<file path="src/rtl/core/csvt_pkg.sv">
// Package for the CSV field tokenizer: parse phases, error codes, register
// indexes, the configuration and result records, and the escape decoder.
// No dependencies.
package csvt_pkg;

  localparam int unsigned LINE_COUNT_BITS_DEF = 16;
  localparam int unsigned BYTE_W = 8;
  localparam int unsigned ERR_W = 3;
  localparam int unsigned ERR_LINE_W = 16;
  localparam int unsigned CFG_IDX_W = 2;

  localparam logic [BYTE_W-1:0] LF_BYTE = 8'h0A;
  localparam logic [BYTE_W-1:0] BACKSLASH = 8'h5C;
  localparam logic [BYTE_W-1:0] SEP_RESET = 8'h2C;
  localparam logic [BYTE_W-1:0] COMMENT_RESET = 8'h23;
  localparam logic [BYTE_W-1:0] QUOTE_RESET = 8'h22;

  localparam logic [CFG_IDX_W-1:0] CFG_SEPARATOR = 2'd0;
  localparam logic [CFG_IDX_W-1:0] CFG_COMMENT = 2'd1;
  localparam logic [CFG_IDX_W-1:0] CFG_QUOTE = 2'd2;

  localparam logic [ERR_W-1:0] ERR_NONE = 3'd0;
  localparam logic [ERR_W-1:0] ERR_JUNK_AFTER_QUOTE = 3'd1;
  localparam logic [ERR_W-1:0] ERR_UNFINISHED_ESCAPE = 3'd2;
  localparam logic [ERR_W-1:0] ERR_BAD_ESCAPE = 3'd3;
  localparam logic [ERR_W-1:0] ERR_UNTERMINATED_QUOTE = 3'd4;

  typedef enum logic [2:0] {
    PH_LINE_START  = 3'd0,
    PH_FIELD_START = 3'd1,
    PH_PLAIN       = 3'd2,
    PH_QUOTED      = 3'd3,
    PH_ESCAPE      = 3'd4,
    PH_AFTER_QUOTE = 3'd5,
    PH_DISCARD     = 3'd6
  } phase_t;

  typedef struct packed {
    logic [BYTE_W-1:0] separator_char;
    logic [BYTE_W-1:0] comment_char;
    logic [BYTE_W-1:0] quote_char;
  } cfg_t;

  typedef struct packed {
    logic [BYTE_W-1:0]     out_byte;
    logic                  byte_valid;
    logic                  field_end;
    logic                  row_end;
    logic [ERR_W-1:0]      error_code;
    logic [ERR_LINE_W-1:0] error_line;
  } res_t;

  typedef struct packed {
    logic              ok;
    logic [BYTE_W-1:0] value;
  } esc_t;

  // Decodes the byte after a backslash; the quote byte always maps to itself.
  function automatic esc_t map_escape(input logic [BYTE_W-1:0] c,
                                      input logic [BYTE_W-1:0] quote);
    esc_t e;
    e.ok = 1'b1;
    e.value = '0;
    if (c == quote) begin
      e.value = quote;
    end else begin
      case (c)
        8'h76:     e.value = 8'h0B;  // v
        8'h74:     e.value = 8'h09;  // t
        8'h72:     e.value = 8'h0D;  // r
        8'h6E:     e.value = 8'h0A;  // n
        8'h66:     e.value = 8'h0C;  // f
        BACKSLASH: e.value = BACKSLASH;
        default:   e.ok = 1'b0;
      endcase
    end
    return e;
  endfunction

endpackage

</file>
<file path="src/rtl/core/csvt_if.sv">
// Handshake interfaces of the CSV field tokenizer: input, result and
// configuration channels. Depends on csvt_pkg.
interface csvt_in_if;
  logic                      valid;
  logic                      ready;
  logic [csvt_pkg::BYTE_W-1:0] in_byte;
  logic                      end_of_input;
  modport source (output valid, in_byte, end_of_input, input ready);
  modport sink (input valid, in_byte, end_of_input, output ready);
endinterface

interface csvt_out_if;
  logic                          valid;
  logic                          ready;
  logic [csvt_pkg::BYTE_W-1:0]     out_byte;
  logic                          byte_valid;
  logic                          field_end;
  logic                          row_end;
  logic [csvt_pkg::ERR_W-1:0]      error_code;
  logic [csvt_pkg::ERR_LINE_W-1:0] error_line;
  modport source (output valid, out_byte, byte_valid, field_end, row_end, error_code,
                  error_line, input ready);
  modport sink (input valid, out_byte, byte_valid, field_end, row_end, error_code,
                error_line, output ready);
endinterface

interface csvt_cfg_if;
  logic                         valid;
  logic                         ready;
  logic [csvt_pkg::CFG_IDX_W-1:0] index;
  logic [csvt_pkg::BYTE_W-1:0]    data;
  modport source (output valid, index, data, input ready);
  modport sink (input valid, index, data, output ready);
endinterface

</file>
<file path="src/rtl/core/csvt_parser.sv">
// Parse step of the CSV field tokenizer: phase and line-count registers and
// the logic that turns one byte into one result. Depends on csvt_pkg.
module csvt_parser #(
  parameter int unsigned LINE_COUNT_BITS = csvt_pkg::LINE_COUNT_BITS_DEF
) (
  input  logic                        clk,
  input  logic                        rst_n,
  input  logic                        step_en,
  input  logic [csvt_pkg::BYTE_W-1:0] in_byte,
  input  logic                        end_of_input,
  input  csvt_pkg::cfg_t              cfg,
  output csvt_pkg::res_t              result
);
  import csvt_pkg::*;

  phase_t                     phase_r, phase_nxt;
  logic [LINE_COUNT_BITS-1:0] line_r, line_nxt;
  logic [LINE_COUNT_BITS-1:0] this_line;
  logic [LINE_COUNT_BITS+ERR_LINE_W-1:0] line_ext;
  logic                       eol;
  esc_t                       esc;

  assign eol = end_of_input || (in_byte == LF_BYTE);
  assign this_line = line_r + {{(LINE_COUNT_BITS-1){1'b0}}, 1'b1};
  assign line_ext = {{ERR_LINE_W{1'b0}}, this_line};
  assign esc = map_escape(in_byte, cfg.quote_char);
  assign line_nxt = eol ? this_line : line_r;

  always_comb begin
    phase_nxt = phase_r;
    result = '0;
    case (phase_r)
      PH_LINE_START: begin
        if (eol) begin
          phase_nxt = PH_LINE_START;
        end else if (in_byte == cfg.comment_char) begin
          phase_nxt = PH_DISCARD;
        end else if (in_byte == cfg.quote_char) begin
          phase_nxt = PH_QUOTED;
        end else if (in_byte == cfg.separator_char) begin
          // Empty first field.
          result.field_end = 1'b1;
          phase_nxt = PH_FIELD_START;
        end else begin
          result.out_byte = in_byte;
          result.byte_valid = 1'b1;
          phase_nxt = PH_PLAIN;
        end
      end
      PH_FIELD_START: begin
        if (eol) begin
          result.field_end = 1'b1;
          result.row_end = 1'b1;
          phase_nxt = PH_LINE_START;
        end else if (in_byte == cfg.quote_char) begin
          phase_nxt = PH_QUOTED;
        end else if (in_byte == cfg.separator_char) begin
          result.field_end = 1'b1;
        end else begin
          result.out_byte = in_byte;
          result.byte_valid = 1'b1;
          phase_nxt = PH_PLAIN;
        end
      end
      PH_PLAIN: begin
        if (eol) begin
          result.field_end = 1'b1;
          result.row_end = 1'b1;
          phase_nxt = PH_LINE_START;
        end else if (in_byte == cfg.separator_char) begin
          result.field_end = 1'b1;
          phase_nxt = PH_FIELD_START;
        end else begin
          result.out_byte = in_byte;
          result.byte_valid = 1'b1;
        end
      end
      PH_QUOTED: begin
        if (eol) begin
          result.error_code = ERR_UNTERMINATED_QUOTE;
          phase_nxt = PH_LINE_START;
        end else if (in_byte == cfg.quote_char) begin
          phase_nxt = PH_AFTER_QUOTE;
        end else if (in_byte == BACKSLASH) begin
          phase_nxt = PH_ESCAPE;
        end else begin
          result.out_byte = in_byte;
          result.byte_valid = 1'b1;
        end
      end
      PH_ESCAPE: begin
        if (eol) begin
          result.error_code = ERR_UNFINISHED_ESCAPE;
          phase_nxt = PH_LINE_START;
        end else if (esc.ok) begin
          result.out_byte = esc.value;
          result.byte_valid = 1'b1;
          phase_nxt = PH_QUOTED;
        end else begin
          result.error_code = ERR_BAD_ESCAPE;
          phase_nxt = PH_DISCARD;
        end
      end
      PH_AFTER_QUOTE: begin
        if (eol) begin
          result.field_end = 1'b1;
          result.row_end = 1'b1;
          phase_nxt = PH_LINE_START;
        end else if (in_byte == cfg.separator_char) begin
          result.field_end = 1'b1;
          phase_nxt = PH_FIELD_START;
        end else begin
          result.error_code = ERR_JUNK_AFTER_QUOTE;
          phase_nxt = PH_DISCARD;
        end
      end
      default: begin
        phase_nxt = eol ? PH_LINE_START : PH_DISCARD;
      end
    endcase
    if (result.error_code != ERR_NONE) begin
      result.error_line = line_ext[ERR_LINE_W-1:0];
    end
  end

  always_ff @(posedge clk) begin
    if (!rst_n) begin
      phase_r <= PH_LINE_START;
      line_r <= '0;
    end else if (step_en) begin
      phase_r <= phase_nxt;
      line_r <= line_nxt;
    end
  end

endmodule

</file>
<file path="src/rtl/core/csv_field_tokenizer_top.sv">
// Top level of the CSV field tokenizer: input register, parse step, result
// register and configuration registers. Depends on csvt_pkg, csvt_if and
// csvt_parser.
//
// The block splits a byte stream into CSV fields at a rate of one byte per
// clock while the result side is ready. Every accepted input item yields
// exactly one result item: the byte is captured in an input register, then
// one parse step against the phase register decides the result, which waits
// in the result register until taken. The phase and line-count registers
// are the only loop, so input items may arrive back to back; the input
// register keeps accepting while a finished result is still waiting, and
// stalls only when both registers are full and the result side is not ready.
// A line ends at 0x0A or at an item with end_of_input set (its byte is
// ignored). Empty lines and lines that start with the comment byte produce
// all-zero results. Quoted fields accept backslash escapes (v t r n f,
// backslash and the quote byte). An error result carries the code and the
// line number counted from one, and the rest of that line is discarded.
// The configuration channel is always ready; registers should be written
// only while no item is in flight. A write to an index beyond the quote
// register is accepted and ignored.
module csv_field_tokenizer_top #(
  parameter int unsigned LINE_COUNT_BITS = csvt_pkg::LINE_COUNT_BITS_DEF
) (
  input  logic        clk,
  input  logic        rst_n,
  csvt_in_if.sink     in_ch,
  csvt_out_if.source  out_ch,
  csvt_cfg_if.sink    cfg_ch
);
  import csvt_pkg::*;

  // Input register.
  logic              s1_valid_r, s1_valid_nxt;
  logic [BYTE_W-1:0] s1_byte_r;
  logic              s1_eoi_r;

  // Result register.
  logic out_valid_r, out_valid_nxt;
  res_t out_res_r;

  cfg_t cfg_r, cfg_nxt;
  res_t step_res;
  logic s2_load;
  logic in_acc;

  // The parse step runs whenever the input register holds an item and the
  // result register is free or being emptied in this cycle.
  assign s2_load = s1_valid_r && (!out_valid_r || out_ch.ready);
  assign in_ch.ready = !s1_valid_r || s2_load;
  assign in_acc = in_ch.valid && in_ch.ready;
  assign cfg_ch.ready = 1'b1;

  always_comb begin
    s1_valid_nxt = s1_valid_r;
    if (in_acc) begin
      s1_valid_nxt = 1'b1;
    end else if (s2_load) begin
      s1_valid_nxt = 1'b0;
    end
    out_valid_nxt = out_valid_r;
    if (s2_load) begin
      out_valid_nxt = 1'b1;
    end else if (out_ch.ready) begin
      out_valid_nxt = 1'b0;
    end
  end

  always_comb begin
    cfg_nxt = cfg_r;
    if (cfg_ch.valid) begin
      case (cfg_ch.index)
        CFG_SEPARATOR: cfg_nxt.separator_char = cfg_ch.data;
        CFG_COMMENT:   cfg_nxt.comment_char = cfg_ch.data;
        CFG_QUOTE:     cfg_nxt.quote_char = cfg_ch.data;
        default:       cfg_nxt = cfg_r;
      endcase
    end
  end

  csvt_parser #(
    .LINE_COUNT_BITS(LINE_COUNT_BITS)
  ) u_parser (
    .clk          (clk),
    .rst_n        (rst_n),
    .step_en      (s2_load),
    .in_byte      (s1_byte_r),
    .end_of_input (s1_eoi_r),
    .cfg          (cfg_r),
    .result       (step_res)
  );

  always_ff @(posedge clk) begin
    if (!rst_n) begin
      s1_valid_r <= 1'b0;
      out_valid_r <= 1'b0;
      cfg_r.separator_char <= SEP_RESET;
      cfg_r.comment_char <= COMMENT_RESET;
      cfg_r.quote_char <= QUOTE_RESET;
    end else begin
      s1_valid_r <= s1_valid_nxt;
      out_valid_r <= out_valid_nxt;
      cfg_r <= cfg_nxt;
    end
  end

  always_ff @(posedge clk) begin
    if (in_acc) begin
      s1_byte_r <= in_ch.in_byte;
      s1_eoi_r <= in_ch.end_of_input;
    end
    if (s2_load) begin
      out_res_r <= step_res;
    end
  end

  assign out_ch.valid = out_valid_r;
  assign out_ch.out_byte = out_res_r.out_byte;
  assign out_ch.byte_valid = out_res_r.byte_valid;
  assign out_ch.field_end = out_res_r.field_end;
  assign out_ch.row_end = out_res_r.row_end;
  assign out_ch.error_code = out_res_r.error_code;
  assign out_ch.error_line = out_res_r.error_line;

`ifndef SYNTH
  // An error result abandons the row: no byte and no field or row mark.
  a_err_alone: assert property (@(posedge clk) disable iff (!rst_n)
    (out_ch.valid && (out_ch.error_code != ERR_NONE)) |->
      (!out_ch.byte_valid && !out_ch.field_end && !out_ch.row_end))
    else $error("error result carries a byte or an end mark");

  // The line number is reported only together with an error.
  a_line_only_on_err: assert property (@(posedge clk) disable iff (!rst_n)
    (out_ch.valid && (out_ch.error_code == ERR_NONE)) |-> (out_ch.error_line == '0))
    else $error("error_line set without an error");

  // A row end always closes the last field as well.
  a_row_closes_field: assert property (@(posedge clk) disable iff (!rst_n)
    (out_ch.valid && out_ch.row_end) |-> out_ch.field_end)
    else $error("row_end without field_end");

  // A value byte never comes with an end mark.
  a_byte_no_end: assert property (@(posedge clk) disable iff (!rst_n)
    (out_ch.valid && out_ch.byte_valid) |-> (!out_ch.field_end && !out_ch.row_end))
    else $error("value byte together with an end mark");
`endif

endmodule
</file>
<file path="src/flat_wrapper.sv">
// flat-port wrapper written by rule: the top's interface ports become plain ports
module csv_field_tokenizer_top_flat import csvt_pkg::*;
#(
  parameter int unsigned LINE_COUNT_BITS = csvt_pkg::LINE_COUNT_BITS_DEF
)
  (clk, rst_n, in_ch_valid, in_ch_in_byte, in_ch_end_of_input, in_ch_ready, out_ch_valid, out_ch_out_byte, out_ch_byte_valid, out_ch_field_end, out_ch_row_end, out_ch_error_code, out_ch_error_line, out_ch_ready, cfg_ch_valid, cfg_ch_index, cfg_ch_data, cfg_ch_ready);
  csvt_in_if in_ch_i ();
  csvt_out_if out_ch_i ();
  csvt_cfg_if cfg_ch_i ();
  input  logic clk;
  input  logic rst_n;
  input wire logic [$bits(in_ch_i.valid)-1:0] in_ch_valid;
  input wire logic [$bits(in_ch_i.in_byte)-1:0] in_ch_in_byte;
  input wire logic [$bits(in_ch_i.end_of_input)-1:0] in_ch_end_of_input;
  output wire logic [$bits(in_ch_i.ready)-1:0] in_ch_ready;
  output wire logic [$bits(out_ch_i.valid)-1:0] out_ch_valid;
  output wire logic [$bits(out_ch_i.out_byte)-1:0] out_ch_out_byte;
  output wire logic [$bits(out_ch_i.byte_valid)-1:0] out_ch_byte_valid;
  output wire logic [$bits(out_ch_i.field_end)-1:0] out_ch_field_end;
  output wire logic [$bits(out_ch_i.row_end)-1:0] out_ch_row_end;
  output wire logic [$bits(out_ch_i.error_code)-1:0] out_ch_error_code;
  output wire logic [$bits(out_ch_i.error_line)-1:0] out_ch_error_line;
  input wire logic [$bits(out_ch_i.ready)-1:0] out_ch_ready;
  input wire logic [$bits(cfg_ch_i.valid)-1:0] cfg_ch_valid;
  input wire logic [$bits(cfg_ch_i.index)-1:0] cfg_ch_index;
  input wire logic [$bits(cfg_ch_i.data)-1:0] cfg_ch_data;
  output wire logic [$bits(cfg_ch_i.ready)-1:0] cfg_ch_ready;
  assign in_ch_i.valid = in_ch_valid;
  assign in_ch_i.in_byte = in_ch_in_byte;
  assign in_ch_i.end_of_input = in_ch_end_of_input;
  assign in_ch_ready = in_ch_i.ready;
  assign out_ch_valid = out_ch_i.valid;
  assign out_ch_out_byte = out_ch_i.out_byte;
  assign out_ch_byte_valid = out_ch_i.byte_valid;
  assign out_ch_field_end = out_ch_i.field_end;
  assign out_ch_row_end = out_ch_i.row_end;
  assign out_ch_error_code = out_ch_i.error_code;
  assign out_ch_error_line = out_ch_i.error_line;
  assign out_ch_i.ready = out_ch_ready;
  assign cfg_ch_i.valid = cfg_ch_valid;
  assign cfg_ch_i.index = cfg_ch_index;
  assign cfg_ch_i.data = cfg_ch_data;
  assign cfg_ch_ready = cfg_ch_i.ready;
  csv_field_tokenizer_top #(.LINE_COUNT_BITS(LINE_COUNT_BITS)) u_core (.clk(clk), .rst_n(rst_n), .in_ch(in_ch_i), .out_ch(out_ch_i), .cfg_ch(cfg_ch_i));
endmodule
</file>
<file path="config.mk">
export PLATFORM = sky130hd
export DESIGN_NAME = csv_field_tokenizer_top_flat
export DESIGN_NICKNAME = d
export VERILOG_FILES = /design/src/rtl/core/csvt_pkg.sv /design/src/rtl/core/csvt_if.sv /design/src/rtl/core/csvt_parser.sv /design/src/rtl/core/csv_field_tokenizer_top.sv /design/src/flat_wrapper.sv
export SDC_FILE = /design/constraint.sdc
export NUM_CORES = 1
export LEC_CHECK = 0
export CORE_MARGIN = 3
export CORE_UTILIZATION = 45
export DETAILED_ROUTE_END_ITERATION = 12
export DONT_BUFFER_PORTS = 1
export SLEW_MARGIN = 20
export SYNTH_ARGS = -nofsm -noshare
export SYNTH_HDL_FRONTEND = slang
export SYNTH_HIERARCHICAL = 1
export SYNTH_SLANG_ARGS = --single-unit
export TNS_END_PERCENT = 10
</file>
<file path="constraint.sdc">
create_clock -name clk -period 6.1 [get_ports clk]
set_clock_uncertainty 0.1 [all_clocks]
set_input_delay 0.915 -clock clk [delete_from_list [all_inputs] [get_ports clk]]
set_output_delay 0.915 -clock clk [all_outputs]
set_load 0.02 [all_outputs]
</file>
# [Word level (Yosys, flattened, before mapping)]
# Cells that the tools add are included.
# W data, S select, Z words.
[op_classes] addsub=1 eq_ne=20 muxes=49 reduce_logical=20
[op_table] operator="$mux W9" n=8
[op_table] operator="$mux W3" n=17
[op_table] operator="$eq A8 B7 Y1 const B" n=6
[op_table] operator="$pmux W9 S5" n=1
[op_table] operator="$pmux W7 S6" n=1
[op_table] operator="$mux W10" n=3
[op_table] operator="$eq A8 B8 Y1" n=3
[op_table] operator="$pmux W3 S6" n=1
[op_table] operator="$add A16 B1 Y16 const B" n=1
[op_table] operator="$mux W1" n=12
[op_table] operator="$pmux W3 S3" n=1
[op_table] operator="$eq A8 B4 Y1 const B" n=1
[op_table] operator="$mux W8" n=1
[op_table] operator="$ne A4 B4 Y1 const B" n=2
[op_table] operator="$reduce_and A2 Y1" n=4
[op_table] operator="$eq A3 B2 Y1 const B" n=2
[op_table] operator="$eq A3 B3 Y1 const B" n=2
[op_table] operator="$mux W2" n=3
[op_table] operator="$reduce_or A6 Y1" n=1
[op_table] operator="$reduce_and A4 Y1" n=1
[op_table] operator="$reduce_bool A2 Y1" n=2
[op_table] operator="$eq A3 B1 Y1 const B" n=1
[op_table] operator="$logic_not A3 Y1" n=1
[op_table] operator="$logic_or A1 B1 Y1" n=3
[op_table] operator="10 further kinds" n=12
[totals] regBits=84 in_bits=24 output_inout_bits=33 elab_cells=105

# [Logic depth before layout (Yosys ltp)]
[logic_depth] word_depth=8 depth_mapped=9

# [By module]
# The synthesis kept the hierarchy.
[by_module_without_submodules] module="csv_field_tokenizer_top" n_inst=1 cells_each=144 area_each_um2=2225.9 seq_area_each_um2=1691.6
[by_module_without_submodules] module="csvt_parser" n_inst=1 cells_each=276 area_each_um2=2026.9 seq_area_each_um2=380.4

# [Least setup slack after synthesis]
# OpenSTA, ideal clock, no wires.
[synth_timing] path_kind="in2reg" startpoint="in out_ch_ready" endpoint="reg u_core.u_parser.line_r[13]" arrival_time_ns=3.457 required_time_ns=5.930 slack_ns=2.473 cell_stages=6 cell_sequence="nor2b_1 > nor2b_1 > or3b_1 > buf_2 > or3_1 > a21boi_1"
[synth_via] elab_chain_cells=3
[synth_rtl] element="from (decl)" line="flat_wrapper.sv:23" text="input wire logic [$bits(out_ch_i.ready)-1:0] out_ch_ready;"
[synth_rtl] element="$logic_or A1 B1 Y1" line="csv_field_tokenizer_top.sv:48" text="assign s2_load = s1_valid_r && (!out_valid_r || out_ch.ready);"
[synth_rtl] element="$logic_and A1 B1 Y1" line="csv_field_tokenizer_top.sv:48"
[synth_rtl] element="$reduce_and A2 Y1 (no source line)"
[synth_rtl] element="to (signal assigned)" line="csvt_parser.sv:132" text="line_r <= line_nxt;"
[synth_rtl] element="to (decl)" line="csvt_parser.sv:17" text="logic [LINE_COUNT_BITS-1:0] line_r, line_nxt;"
# No other way between the ends.
# A chain may end at the register's enable or synchronous reset.

# [Final worst setup path]
[layout_timing] startpoint="reg u_core.s1_byte_r[1]" endpoint="reg u_core.out_res_r, in the netlist u_core/out_ch.error_line[9] (data pin)"
[layout_via] elab_chain_cells=8 elab_cells_between_ends=20 classes_between="eq/ne: 9; mux: 8; reduce/logical: 3"
[layout_rtl] element="from (decl)" line="csv_field_tokenizer_top.sv:34" text="logic [BYTE_W-1:0] s1_byte_r;"
[layout_rtl] element="from (signal assigned)" line="csv_field_tokenizer_top.sv:108" text="s1_byte_r <= in_ch.in_byte;"
[layout_rtl] element="$eq A8 B7 Y1" line="csvt_pkg.sv:67" text="case (c)"
[layout_rtl] element="$reduce_or A6 Y1 (no source line)"
[layout_rtl] element="$mux W1" line="csvt_pkg.sv:67"
[layout_rtl] element="$mux W1" line="csvt_pkg.sv:64" text="if (c == quote) begin"
[layout_rtl] element="$mux W2" line="csvt_parser.sv:95" text="end else if (esc.ok) begin"
[layout_rtl] element="$mux W2" line="csvt_parser.sv:92" text="if (eol) begin"
[layout_rtl] element="$pmux W3 S3 *" line="csvt_parser.sv:32" text="case (phase_r)"
[layout_rtl] element="$reduce_bool A3 Y1 *" line="csvt_parser.sv:121" text="if (result.error_code != ERR_NONE) begin"
[layout_rtl] element="to (signal assigned)" line="csv_field_tokenizer_top.sv:112" text="out_res_r <= step_res;"
[layout_rtl] element="to (decl)" line="csv_field_tokenizer_top.sv:39" text="res_t out_res_r;"
# Every way passes the cells marked *; elsewhere a longest branch is shown, timed or not.

==> flow_summary.yaml <==
setup_path:
  cp_slowest_cell: "a21oi_1"
  startpoint: "u_core/s1_byte_r[1]"
  cp_top_family: "compound AO/OA/AOI/OAI gates"
  critical_path_arrival_ps: 3080
  required_ps: 6080
  r2r_start: "u_core/s1_byte_r[1]"
  critPathMaxFanout: 16
  criticalPathCategory: "flip-flop to flip-flop"
  worstPathCellList: "nor4b_2 > a21oi_1 > o21ai_0 > a211oi_4 > nor2_1"
  critical-path-max-stage-delay_ps: 720
  crit_path_end_kind: "flip-flop"
  critPathLaunchType: "flip-flop"
  worst-path-buf-inv: 0
drt:
  dr.pass1.iters: 4
  vias_per_cell: 5.565
  wl_per_cell_um: 17.23
  drc: 0
  num_vias: 2866
  drt_iter0_markers: 201
  ant_nets: 0
  routed_wl_mm: 8.872
sta:
  finalCritPeriodShare: 0.5089
  slew_headroom: 0.2889
  worst_pin_slew_ps: 1064
  setup_violations: 0
  fin_setup_tns_ps: 0
  max_freq_mhz: 322.1
  rsz0062_at_grt: "false"
  finalHoldViolations: 0
  min_period_ps: 3104
  report.final.slew_viol_count: 0
run_status:
  status: "finished clean"
final_layout:
  layout_common_cells: "nand2_1 (47), dfxtp_1 (45), edfxtp_1 (39)"
  fin_nets: 427
  drive_gt1_frac: 0.07125
  final_util: 0.4985
  n_antenna_cell: 0
  final_common_cell: "nand2_1"
  fill_cells: 814
  areaGrowthSynthToFinish_pct: 4.707
synthesis:
  synth_compound_area_frac: 0.09415
  synthFlopType: "dfxtp_1"
  syn-cell-area_um2: 4253
  synth_fa_ha_area_frac: 0.002942
  synth.area.mux_share: 0.05178
  synth_cells: 420
  synth_top_family_by_area: "simple AND/OR/NAND/NOR gates"
  synthDistinctLibCells: 61
  yosysWarnings: 6
  synth_edf_count: 39
  ys_seq_area_frac: 0.4872
  synth-seq-cells: 84
  synth-simple-area-share: 0.2124
  ys_async_sr_fraction: 0
  syn_nets: 445
  synth_area_per_cell_um2: 10.13
  synth_xor_area_frac: 0.1091
die:
  rows: 34
  die_x_um: 103.2
  pin_count: 57
  dieArea_um2: 10650
  fp.dieH_um: 103.2
  core_area_um2: 8934
  initial_utilization: 0.4761
global_routing:
  grt_max_degree: 54
  grt_pass1_wl_mm: 14.56
  grt-ovfl-total: 0
  grt_usage: 0.1782
  grt_pass1_vias: 2803
  grt_antenna_before_repair: 1
clock_network:
  postCtsResizedCells: 0
  root_buffer: "clkbuf_8"
  path_clk_slew_ps: 80
  cts_buffer_depth: 2
  hold_buffers: 0
  cts.sinks: 84
  cts_max_level: 3
  cts_tree: "yes"
  cts_buffers: 9
  clk_latency_ps: 350
  cts_setup_buffers: 0
pwr:
  p_per_area_nw_per_um2: 251.5
  power_w: 0.001120
  p_leak_nw: 1.496
  ir_worst_vdd_mv: 0.1473
min_path:
  min_path_type: "flip-flop to flip-flop"
  worstHoldStart: "u_core/cfg_r[16]"
run:
  drv_cap: 0
place:
  place.gp.congestion: 0.8890
  io_buffers: 0
  dp_hpwl_mm: 6.300
worst register-to-register path, stage by stage (launching register included):
cell and delay (ps):
edfxtp_1 570, nor4b_2 250, a21oi_1 720, o21ai_0 350, a211oi_4 720, nor2_1 130
layer usage:
| layer | track usage | share of wire | vias up |
|---|---|---|---|
| met3 | 0.06908 | 0.079 | 11 |
| met5 | 0 | 0.0015 | - |
| li1 | - | - | 1430 |
| met1 | 0.2519 | 0.48 | 1340 |
| met4 | 0.05578 | 0.013 | 2 |
| met2 | 0.2516 | 0.42 | 83 |
state kept, by name, indices dropped and copies added (netlist names):
register / cells
u_core/out_ch.out_byte: 8
u_core/s1_byte_r: 8
u_core/u_parser/line_r: 16
u_core/out_ch.row_end: 1
u_core/out_ch.byte_valid: 1
u_core/s1_eoi_r: 1
u_core/out_ch.valid: 1
u_core/out_ch.error_line: 16
u_core/u_parser/phase_r: 3
u_core/out_ch.field_end: 1
u_core/s1_valid_r: 1
u_core/out_ch.error_code: 3
u_core/cfg_r: 24
path summary, 6_finish.rpt:
| kind | endpoint | slack [ps] | cells after the start |
|---|---|---|---|
| max | u_core/out_ch.error_line[9] | 3000 | 5 |
| min reg2reg | u_core/cfg_r[16] | 380 | 2 |
| min | u_core/cfg_r[16] | 380 | 2 |
| max reg2reg | u_core/out_ch.error_line[9] | 3000 | 5 |
metrics by stage:
stage	instances	setup slack [ps]	area [um2]	hold slack (ps)
3_5_place_dp	499	2813	4250	371.2
5_1_grt	515	2798	4453	397.8
4_1_cts	515	2802	4446	382.5
6_report	515	2996	4453	379.5
3_3_place_gp	499	2952	4250	362.5
2_1_floorplan	420	2473	4253	348.0
cell type report:
| class | instances | area, um2 | area share |
|---|---|---|---|
| Clock buffer | 12 | 145.1 | 0.03259 |
| Clock inverter | 4 | 50.05 | 0.01124 |
| Inverter | 5 | 18.77 | 0.004215 |
| Multi-Input combinational cell | 301 | 2024 | 0.4546 |
| Sequential cell | 84 | 2072 | 0.4653 |
| Tap cell | 108 | 135.1 | 0.03035 |
| Timing Repair Buffer | 1 | 7.507 | 0.001686 |
power breakdown:
part | leakage, nW | internal (W) | switching (W)
clock network | 0.0926 | 0.000200 | 0.000190
logic | 0.672 | 0.0000345 | 0.0000444
registers | 0.732 | 0.000614 | 0.0000369
total | 1.50 | 0.000848 | 0.000272
Yosys cell counts, drive strengths merged (3+ instances only):
library cell	number	area, um2
or3	4	25.02
and3	6	38.79
nor3b	3	22.52
o2bb2ai	4	35.03
nor2b	17	106.4
o211ai	5	37.54
nand4	10	62.56
nor2	33	123.9
a211oi	3	27.52
mux2i	22	220.2
edfxtp	39	1171
inv	5	18.77
a32o	5	50.05
a21oi	12	60.06
nand2b	5	31.28
or2	3	18.77
o21ai	10	50.05
xor2	20	175.2
and2	13	81.33
dfxtp	45	900.9
nand3b	4	30.03
xnor2	33	289.0
o22ai	3	18.77
clkbuf	10	38.78
buf	20	118.9
nand2	48	182.7
nand3	6	30.03
cells by family after synthesis:
family,after synthesis
compound gates,57
xor+xnor,53
fa+ha+maj,1
buf+inv,35
flops,84
mux,22
other cells,1
simple gates,167
Note: power is estimated with default switching activity, not from simulation.
